===== config.mk =====
export PLATFORM = sky130hd
export DESIGN_NAME = mwsd_ctrl
export DESIGN_NICKNAME = d
export VERILOG_FILES = /design/src/rtl/mwsd_pkg.sv /design/src/rtl/mwsd_ctrl.sv
export SDC_FILE = /design/constraint.sdc
export NUM_CORES = 1
export LEC_CHECK = 0
export BUFFER_PORTS_ARGS = -buffer_cell sky130_fd_sc_hd__buf_2
export CORE_AREA = 2 2 39 41
export CTS_BUF_LIST = sky130_fd_sc_hd__clkbuf_4 sky130_fd_sc_hd__clkbuf_8
export CTS_CLUSTER_SIZE = 30
export DETAILED_ROUTE_END_ITERATION = 12
export DIE_AREA = 0 0 41 43
export SYNTH_ARGS = -nofsm -noshare
export SYNTH_HDL_FRONTEND = slang
export SYNTH_SLANG_ARGS = --single-unit

===== constraint.sdc =====
create_clock -name clk_i -period 1.9 [get_ports clk_i]
set_clock_uncertainty 0.1 [all_clocks]
set_input_delay 0.095 -clock clk_i [delete_from_list [all_inputs] [get_ports clk_i]]
set_output_delay 0.095 -clock clk_i [all_outputs]
set_load 0.05 [all_outputs]

===== src/rtl/mwsd_pkg.sv =====
// shared types and constants of the moving-window standard deviation block
package mwsd_pkg;

  // window length register width and reset value
  localparam int unsigned LEN_BITS = 7;
  localparam logic [LEN_BITS-1:0] LEN_RESET = 7'd20;

  // result width and saturation bound, 8 fraction bits
  localparam int unsigned DEV_BITS = 31;
  localparam logic [DEV_BITS-1:0] DEV_MAX = 31'h7fff_ffff;

  // variance is scaled by 2^16 before the divide so the root carries 8 fraction bits
  localparam int unsigned SCALE_BITS = 16;

  // bits handled per cycle by the digit-serial multiplier and the divider
  localparam int unsigned DIG_BITS = 4;

  // commands from the controller to the datapath
  typedef struct packed {
    logic cfg_write;   // new window length, empty the window
    logic take;        // capture an input beat
    logic locate;      // pick ring slot, swap in the new sample
    logic old_square;  // square the sample leaving the window
    logic update;      // update sums, fill count and slot
    logic load_nsq;    // start n * sum of squares
    logic load_s2;     // save n * sumsq, start sum * sum
    logic mul_step;    // one multiplier digit
    logic diff;        // form the scaled variance, start the divider
    logic div_step;    // one divider digit
    logic sqrt_init;   // arm the root counter
    logic sqrt_step;   // one root bit
    logic emit;        // load the result register
  } mwsd_cmd_t;

  // status from the datapath to the controller
  typedef struct packed {
    logic has_result;  // this sample fills the window
    logic mul_last;    // current multiplier digit is the last one
    logic cnt_zero;    // divider or root counter at its last step
  } mwsd_sts_t;

endpackage


===== src/rtl/mwsd_ctrl.sv =====
// controller state machine of the moving-window standard deviation block
module mwsd_ctrl (
  input  logic                clk_i,
  input  logic                rst_ni,
  input  logic                in_valid_i,
  output logic                in_ready_o,
  output logic                out_valid_o,
  input  logic                out_ready_i,
  input  logic                cfg_valid_i,
  output logic                cfg_ready_o,
  output mwsd_pkg::mwsd_cmd_t cmd_o,
  input  mwsd_pkg::mwsd_sts_t sts_i
);
  import mwsd_pkg::*;

  typedef enum logic [3:0] {
    ST_IDLE,
    ST_LOCATE,
    ST_OLD_SQ,
    ST_UPDATE,
    ST_LOAD_NSQ,
    ST_MUL_NSQ,
    ST_LOAD_S2,
    ST_MUL_S2,
    ST_DIFF,
    ST_DIV,
    ST_SQRT,
    ST_EMIT
  } state_e;

  state_e state_q, state_d;
  logic   out_valid_q, out_valid_d;
  logic   out_free;

  assign in_ready_o  = (state_q == ST_IDLE);
  assign cfg_ready_o = (state_q == ST_IDLE);
  assign out_valid_o = out_valid_q;
  assign out_free    = !out_valid_q || out_ready_i;

  always_comb begin
    cmd_o       = '0;
    state_d     = state_q;
    out_valid_d = out_valid_q;
    if (out_ready_i) begin
      out_valid_d = 1'b0;
    end
    case (state_q)
      ST_IDLE: begin
        cmd_o.cfg_write = cfg_valid_i;
        if (in_valid_i) begin
          cmd_o.take = 1'b1;
          state_d    = ST_LOCATE;
        end
      end
      ST_LOCATE: begin
        cmd_o.locate = 1'b1;
        state_d      = ST_OLD_SQ;
      end
      ST_OLD_SQ: begin
        cmd_o.old_square = 1'b1;
        state_d          = ST_UPDATE;
      end
      ST_UPDATE: begin
        cmd_o.update = 1'b1;
        state_d      = sts_i.has_result ? ST_LOAD_NSQ : ST_IDLE;
      end
      ST_LOAD_NSQ: begin
        cmd_o.load_nsq = 1'b1;
        state_d        = ST_MUL_NSQ;
      end
      ST_MUL_NSQ: begin
        cmd_o.mul_step = 1'b1;
        if (sts_i.mul_last) begin
          state_d = ST_LOAD_S2;
        end
      end
      ST_LOAD_S2: begin
        cmd_o.load_s2 = 1'b1;
        state_d       = ST_MUL_S2;
      end
      ST_MUL_S2: begin
        cmd_o.mul_step = 1'b1;
        if (sts_i.mul_last) begin
          state_d = ST_DIFF;
        end
      end
      ST_DIFF: begin
        cmd_o.diff = 1'b1;
        state_d    = ST_DIV;
      end
      ST_DIV: begin
        cmd_o.div_step = 1'b1;
        if (sts_i.cnt_zero) begin
          cmd_o.sqrt_init = 1'b1;
          state_d         = ST_SQRT;
        end
      end
      ST_SQRT: begin
        cmd_o.sqrt_step = 1'b1;
        if (sts_i.cnt_zero) begin
          state_d = ST_EMIT;
        end
      end
      ST_EMIT: begin
        if (out_free) begin
          cmd_o.emit  = 1'b1;
          out_valid_d = 1'b1;
          state_d     = ST_IDLE;
        end
      end
      default: begin
        state_d = ST_IDLE;
      end
    endcase
  end

  always_ff @(posedge clk_i or negedge rst_ni) begin
    if (!rst_ni) begin
      state_q     <= ST_IDLE;
      out_valid_q <= 1'b0;
    end else begin
      state_q     <= state_d;
      out_valid_q <= out_valid_d;
    end
  end

endmodule


; Word level (Yosys, flattened, before mapping)
; Index checks and enable logic that the tools add are counted.
[word_totals]
in_bits = 8
regBits = 5
wordCells = 49
out_inout_bits = 16
[op_classes]
reduce_logical = 5
n_eq_ne = 17
n_mux = 25
[op_table]
columns = op, count
row1 = case mux 4 bit (12 select lines), 1
row2 = 2-to-1 mux 4 bit, 6
row3 = "== test 4 x 3 -> 1 bit, second input constant", 4
row4 = "== test 4 bit, second input constant", 4
row5 = 2-to-1 mux 1 bit, 15
row6 = "inequality test 2 bit, second input constant", 6
row7 = "== test 4 x 2 -> 1 bit, second input constant", 2
row8 = AND reduction 6 bit, 1
row9 = "== test 4 x 1 -> 1 bit, second input constant", 1
row10 = zero test 4 bit, 1
row11 = 2-to-1 mux 2 bit, 2
row12 = 2-to-1 mux 3 bit, 1
row13 = OR reduction 2 bit, 1
row14 = zero test 1 bit, 1
row15 = logical OR 1 bit, 1

; Depth between registers and ports, before layout
; Gate-level depths: netlist (run 1).
[logic_depth]
depth_word = 4
mapped_depth = 5

; Least setup slack after synthesis (run 1)
; Ideal clock, no wire load.
[synth_path]
kind = register -> output
from = register state_q[1]
to = output cmd_o[11] (netlist bit)
slack_ns = -1.185
arrival_time_ns = 2.890
path_stages_with_launch = 4
cell_sequence = dfrtp_1 -> clkbuf_1 -> nor4_1 -> and2_1
[synth_lines]
columns = item, line
row1 = from (decl), mwsd_ctrl.sv:31  ; state_e state_q, state_d;
row2 = from (signal assigned), mwsd_ctrl.sv:122  ; state_q <= state_d;
row3 = to (decl), mwsd_ctrl.sv:11  ; output mwsd_pkg::mwsd_cmd_t cmd_o,

==> out/qor.txt, run 1 <==
FF-to-FF path depth - 4
Syn Std Cell Area - 419 µm²
WP data required - 1700 ps
first-pass GRT wire length - 1720 µm
CP Capture Type - output port
Die ar. - 0.00176 mm²
Sw Share - 59.8%
drt initial violations - 18
Cell Pwr Density - 2000 mW/mm²
I/O Pins - 24
hold path cells - 3
status - finished clean
NetSw - 0.000743 W
Die W - 41 µm
Num CTS Buffers - 3
diode count - 0
H-Tree Level Count - 1
async set-reset flop share out of synthesis - 100%
synthesis-stage register bit count - 5
RSZ-0062 raised after global routing - no
Via density - 5.23
Post-Synthesis Cells - 58
# nets final - 93
setup slack at placement - 294 ps
CTS tree - yes
gpl congestion - 0.697
DRT Pass-1 Iters - 4
Yosys cell types - 25
area growth from synthesis to layout - 48.1%
Clock power frac - 10.9%
sequential power share - 19.5%
Die Height - 43 µm
vias in the first global route - 426
mean routed wirelength per cell - 11.1 µm
CTS sink cnt - 5
Pint - 0.000500 W
top_reg_cell synth - dfrtp_1
utilization after layout - 44.8%
Setup crit start - state_q[2]
core box area - 0.00138 mm²
# port buffers - 23
f_max - 0.562 GHz
Mapped Nets - 66
FF-to-FF End - state_q[1]
Crit Path Class - reg -> out
final hold violations - 0
Remaining DRCs - 0
largest net degree at the start of global routing - 16
Comb power frac - 69.6%
share of layout cells above drive strength 1 - 40.5%
Row Count - 14
Least-Margin Pin Slew - 477 ps
final slew viol count - 0
worst r2r src - state_q[3]
remaining global-route overflow - 0
CP Launch Type - register
Placed Area - 581 µm²
CTS clk-pin slew, worst paths - 40 ps
Max-Slew Margin vs Limit - 68.2%
CP Data Arrival Time - 1590 ps
Initial Util - 30.3%
maximum fanout along the worst path - 15
vias - 523
Syn Area/Cell - 7.23 µm²
number of flops mapped to enable cells by yosys - 0
worst vdd ir - 0.739 mV
CTS root buf - clkbuf_4
fillers - 151
clk buf depth - 2
fin crit period - 1780 ps
DRT antenna net count - 0
synth warn - 0
detailed placement HPWL - 824 µm
CP endpoint - cmd_o[12]
Period Utilization, post-route - 93.7%
clk_lat worst skew - 240 ps
worst reg2reg setup slack - 290 ps
worst min path class - in -> reg
gr usage total - 13.8%
setup violators final - 0
antenna violations before repair - 0
leak pwr - 0.322 nW
DRT Wirelength - 1110 µm
max-cap viol count - 0
design area - 621 µm²
Final WS setup - 120 ps
sequential element share of the synthesized area - 29.9%
==> cell families after synthesis <==
kind of cell | Yosys count | synth area share (%)
buf+inv | 9 | 9.25
flops | 5 | 29.9
simple gates | 34 | 46.6
compound gates | 10 | 14.3
==> cells in the mapped netlist (all sizes together) (2+ instances only) <==
library cell | instances | share of area (%)
nor2 | 6 | 5.4
nor3 | 6 | 7.2
dfrtp | 5 | 30
nand2 | 5 | 4.5
a21oi | 4 | 4.8
inv | 4 | 3.6
nand2b | 4 | 6.0
clkbuf | 3 | 2.7
and2 | 2 | 3.0
buf | 2 | 3.0
nor3b | 2 | 3.6
o22ai | 2 | 3.0
or4 | 2 | 3.6
==> routing by layer <==
| layer | GRT usage [%] | wire [µm] |
|---|---|---|
| met1 | 20.7 | 481 |
| met2 | 19.1 | 545 |
| met3 | 3.14 | 82 |
| met4 | 4.00 | 0 |
| met5 | 0 | 0 |
==> metrics by stage <==
step	TNS, ps	total power, W	hold slack, ps	cells
floorplan	-824	0.000935	-301	58
global route	0	0.00133	88.2	100
global placement	0	0.00111	-182	95
finish	0	0.00124	49.9	100
detailed placement	0	0.00111	-181	95
CTS	0	0.00125	52.3	100
==> power by group through the flow <==
| stage | clock network [W] | registers [W] | logic [W] |
|---|---|---|---|
| 5_1_grt | 0.000145 | 0.000253 | 0.000932 |
| 3_3_place_gp | 0 | 0.000242 | 0.000868 |
| 3_5_place_dp | 0 | 0.000244 | 0.000868 |
| 4_1_cts | 0.000140 | 0.000242 | 0.000872 |
| 2_1_floorplan | 0 | 0.000200 | 0.000735 |
| 6_report | 0.000135 | 0.000242 | 0.000865 |
==> registers in the layout, indices dropped and copies added, names as in the netlist <==
| signal | flops |
|---|---|
| state_q | 4 |
| out_valid_o | 1 |
==> how the worst min path moves through the flow <==
stage,to,startpoint,slack (ps)
4_1_cts,out_valid_o,out_ready_i,50
2_1_floorplan,out_valid_o,rst_ni,-300
5_1_grt,out_valid_o,out_ready_i,90
3_3_place_gp,out_valid_o,rst_ni,-180
6_report,out_valid_o,out_ready_i,50
3_5_place_dp,out_valid_o,rst_ni,-180
==> cells in the final DEF, fill, tap and decap left out <==
| master | netlist | final |
|---|---|---|
| buf_2 | 1 | 23 |
| nand3b_1 | 1 | 1 |
| clkbuf_4 | 0 | 4 |
| o22ai_1 | 2 | 2 |
| nor2_1 | 6 | 6 |
| nor2b_1 | 1 | 1 |
| buf_4 | 1 | 3 |
| dfrtp_1 | 5 | 5 |
| nor3_2 | 0 | 2 |
| inv_1 | 4 | 4 |
| or4bb_1 | 1 | 1 |
| and2_1 | 2 | 1 |
| nand3_1 | 1 | 1 |
| nor3b_1 | 2 | 2 |
| or4_1 | 2 | 2 |
| dlygate4sd3_1 | 0 | 1 |
| and2_4 | 0 | 1 |
| nand4bb_1 | 1 | 1 |
| a31oi_1 | 1 | 1 |
| nor3_1 | 6 | 4 |
| o22a_1 | 1 | 1 |
| o21ai_0 | 1 | 1 |
| nand2_1 | 5 | 5 |
| nor4_4 | 0 | 1 |
| nand2b_1 | 4 | 4 |
| o211ai_1 | 1 | 1 |
| nand4b_1 | 1 | 1 |
| a21oi_1 | 4 | 4 |
==> worst max-delay path, stage by stage, from the launching register on <==
cell and delay [ps]:
dfrtp_1 540, nor4_4 380, and2_4 180, buf_2 250
==> repair_timing <==
item / 4_1_cts / 5_1_grt
hold buffers: 1 / 0
hold endpoints to repair: 5 / 0
resized for setup: 0 / 0
buffers inserted: 0 / 0
==> layout make-up <==
type | count | area, µm² | area share [%]
Timing Repair Buffer | 27 | 148 | 23.8
Multi-Input combinational cell | 44 | 283 | 45.6
Inverter | 4 | 15.0 | 2.42
Sequential cell | 5 | 125 | 20.2
Tap cell | 16 | 20.0 | 3.23
Clock buffer | 4 | 30.0 | 4.84
Note: power is estimated with default switching activity, not from simulation.
==> run 2: changes to the inputs <==
--- a/config.mk
+++ b/config.mk
@@ -6,11 +6,14 @@
 export NUM_CORES = 1
 export LEC_CHECK = 0
 export BUFFER_PORTS_ARGS = -buffer_cell sky130_fd_sc_hd__buf_2
-export CORE_AREA = 2 2 39 41
+export CELL_PAD_IN_SITES_DETAIL_PLACEMENT = 1
+export CELL_PAD_IN_SITES_GLOBAL_PLACEMENT = 1
+export CORE_MARGIN = 2
+export CORE_UTILIZATION = 29
 export CTS_BUF_LIST = sky130_fd_sc_hd__clkbuf_4 sky130_fd_sc_hd__clkbuf_8
 export CTS_CLUSTER_SIZE = 30
 export DETAILED_ROUTE_END_ITERATION = 12
-export DIE_AREA = 0 0 41 43
+export PLACE_DENSITY_LB_ADDON = 0.1
 export SYNTH_ARGS = -nofsm -noshare
 export SYNTH_HDL_FRONTEND = slang
 export SYNTH_SLANG_ARGS = --single-unit
==> out/qor.txt, run 2 (synthesis results as in run 1) <==
status - finished clean
Routed met3 length - 87 µm
WP data required - 1700 ps
Row Count - 13
Die W - 42.0 µm
FF-to-FF End - state_q[1]
clk buf depth - 2
crit path cell chain - buf_4, nor4_4, and2_4, clkbuf_4
clk_lat worst skew - 240 ps
Least-Margin Pin Slew - 301 ps
Initial Util - 31.8%
worst vdd ir - 0.794 mV
final slew viol count - 0
share of layout cells above drive strength 1 - 42.4%
RSZ-0062 raised after global routing - no
area growth from synthesis to layout - 51.0%
fillers - 181
max-cap viol count - 0
worst min path class - in -> reg
gpl congestion - 0.673
Largest stage delay, worst path - 480 ps
Num CTS Buffers - 3
Die ar. - 0.00177 mm²
# port buffers - 23
CTS clk-pin slew, worst paths - 40 ps
total power - 0.00128 W
I/O Pins - 24
DRT Pass-1 Iters - 3
Slowest cell on crit path - dfrtp_1
CP Capture Type - output port
routed length on met1 - 570 µm
dpl cells - 95
setup violators final - 0
worst reg2reg setup slack - 240 ps
Final WS setup - 92.3 ps
most common cell after layout, fill and taps aside - buf_2
Period Utilization, post-route - 95.1%
CTS tree - yes
Hold EP - out_valid_o
most flop-heavy register - state_q
Seq. cell area - 126 µm²
diode count - 0
largest net degree at the start of global routing - 16
CP bufs+invs - 2
f_max - 0.553 GHz
Crit Path Class - reg -> out
setup slack at placement - 230 ps
commonest cells after routing, fill and taps aside - buf_2, nor2_1, clkbuf_4, nand2_1
kind of cell adding the most delay to the critical path - flip-flops
first-pass GRT wire length - 2210 µm
DR top layer - met4
Setup Fix Bufs, Post-CTS - 0
vias - 537
leak pwr - 0.325 nW
Routed met2 length - 658 µm
hold path start - out_ready_i
remaining global-route overflow - 0
maximum fanout along the worst path - 10
fin crit period - 1810 ps
H-Tree Level Count - 1
final hold violations - 0
Die Height - 42.0 µm
worst r2r src - state_q[0]
gr usage total - 16.8%
hold path cells - 3
detailed placement HPWL - 1080 µm
max reg flops - 4
DRT Wirelength - 1350 µm
DRT antenna net count - 0
Finished Layout Cells - 100
Cell Pwr Density - 2030 mW/mm²
# nets final - 94
CTS sink cnt - 5
antenna violations before repair - 0
Max-Slew Margin vs Limit - 79.9%
Remaining DRCs - 0
drt initial violations - 3
Setup crit start - state_q[0]
CTS root buf - clkbuf_4
Multi-input gate area - 283 µm²
CP Data Arrival Time - 1610 ps
Via density - 5.37
FF-to-FF path depth - 4
CP Launch Type - register
mean routed wirelength per cell - 13.5 µm
core box area - 0.00132 mm²
vias in the first global route - 525
## run 2: cell count changes in the layout (fill, tap and decap cells not counted), sizes merged
cell	previous run	this run
buf	26	25
clkbuf	4	6
## run 2: worst max path at each step
stage / cells after the start / slack [ps] / to
finish: 4 / 90 / cmd_o[12]
floorplan: 3 / -180 / cmd_o[10]
CTS: 4 / 60 / cmd_o[12]
global placement: 4 / 330 / state_q[1]
detailed placement: 4 / 230 / state_q[1]
global route: 4 / 10 / cmd_o[12]
## run 2: layout make-up
class	count	area share, %
inverters	4	2.37
well taps	15	2.96
clock buffers	4	4.74
multi-input cells	44	44.7
repair buffers	28	25.3
flip-flops and latches	5	20.0
## run 2: routing by layer
layer | vias to the layer above | track usage (%)
met1 | 253 | 17.9
met4 | 0 | 11.3
met2 | 21 | 27.5
met5 | - | 0
li1 | 259 | -
met3 | 4 | 6.03
## run 2: repair_timing
| action | in CTS | in global routing |
|---|---|---|
| resized for setup | 0 | 3 |
| hold buffers | 1 | 0 |
| endpoints found under the hold margin | 5 | 0 |
| endpoints found under the setup margin | 0 | 3 |
## run 2: through the flow
stage / TNS [ps] / instance area, µm² / hold WS [ps] / util (%)
3_5_place_dp: 0 / 587 / -190 / 44.5
5_1_grt: 0 / 633 / 72.0 / 48.1
6_report: 0 / 633 / 56.9 / 48.1
4_1_cts: 0 / 627 / 63.9 / 47.6
2_1_floorplan: -824 / 447 / -301 / -
3_3_place_gp: 0 / 587 / -187 / 44.5
## run 2: power by group
part	total [W]	internal (W)	switching, W
Sequential	0.000254	0.000151	0.000102
Combinational	0.000894	0.000272	0.000622
Clock	0.000135	0.0000935	0.0000414
Total	0.00128	0.000516	0.000766
## run 2: worst min-delay path: cells and delay by family
kind,cells,cell delay [ps]
buffers and inverters,1,80
AND/OR/NAND/NOR,2,170
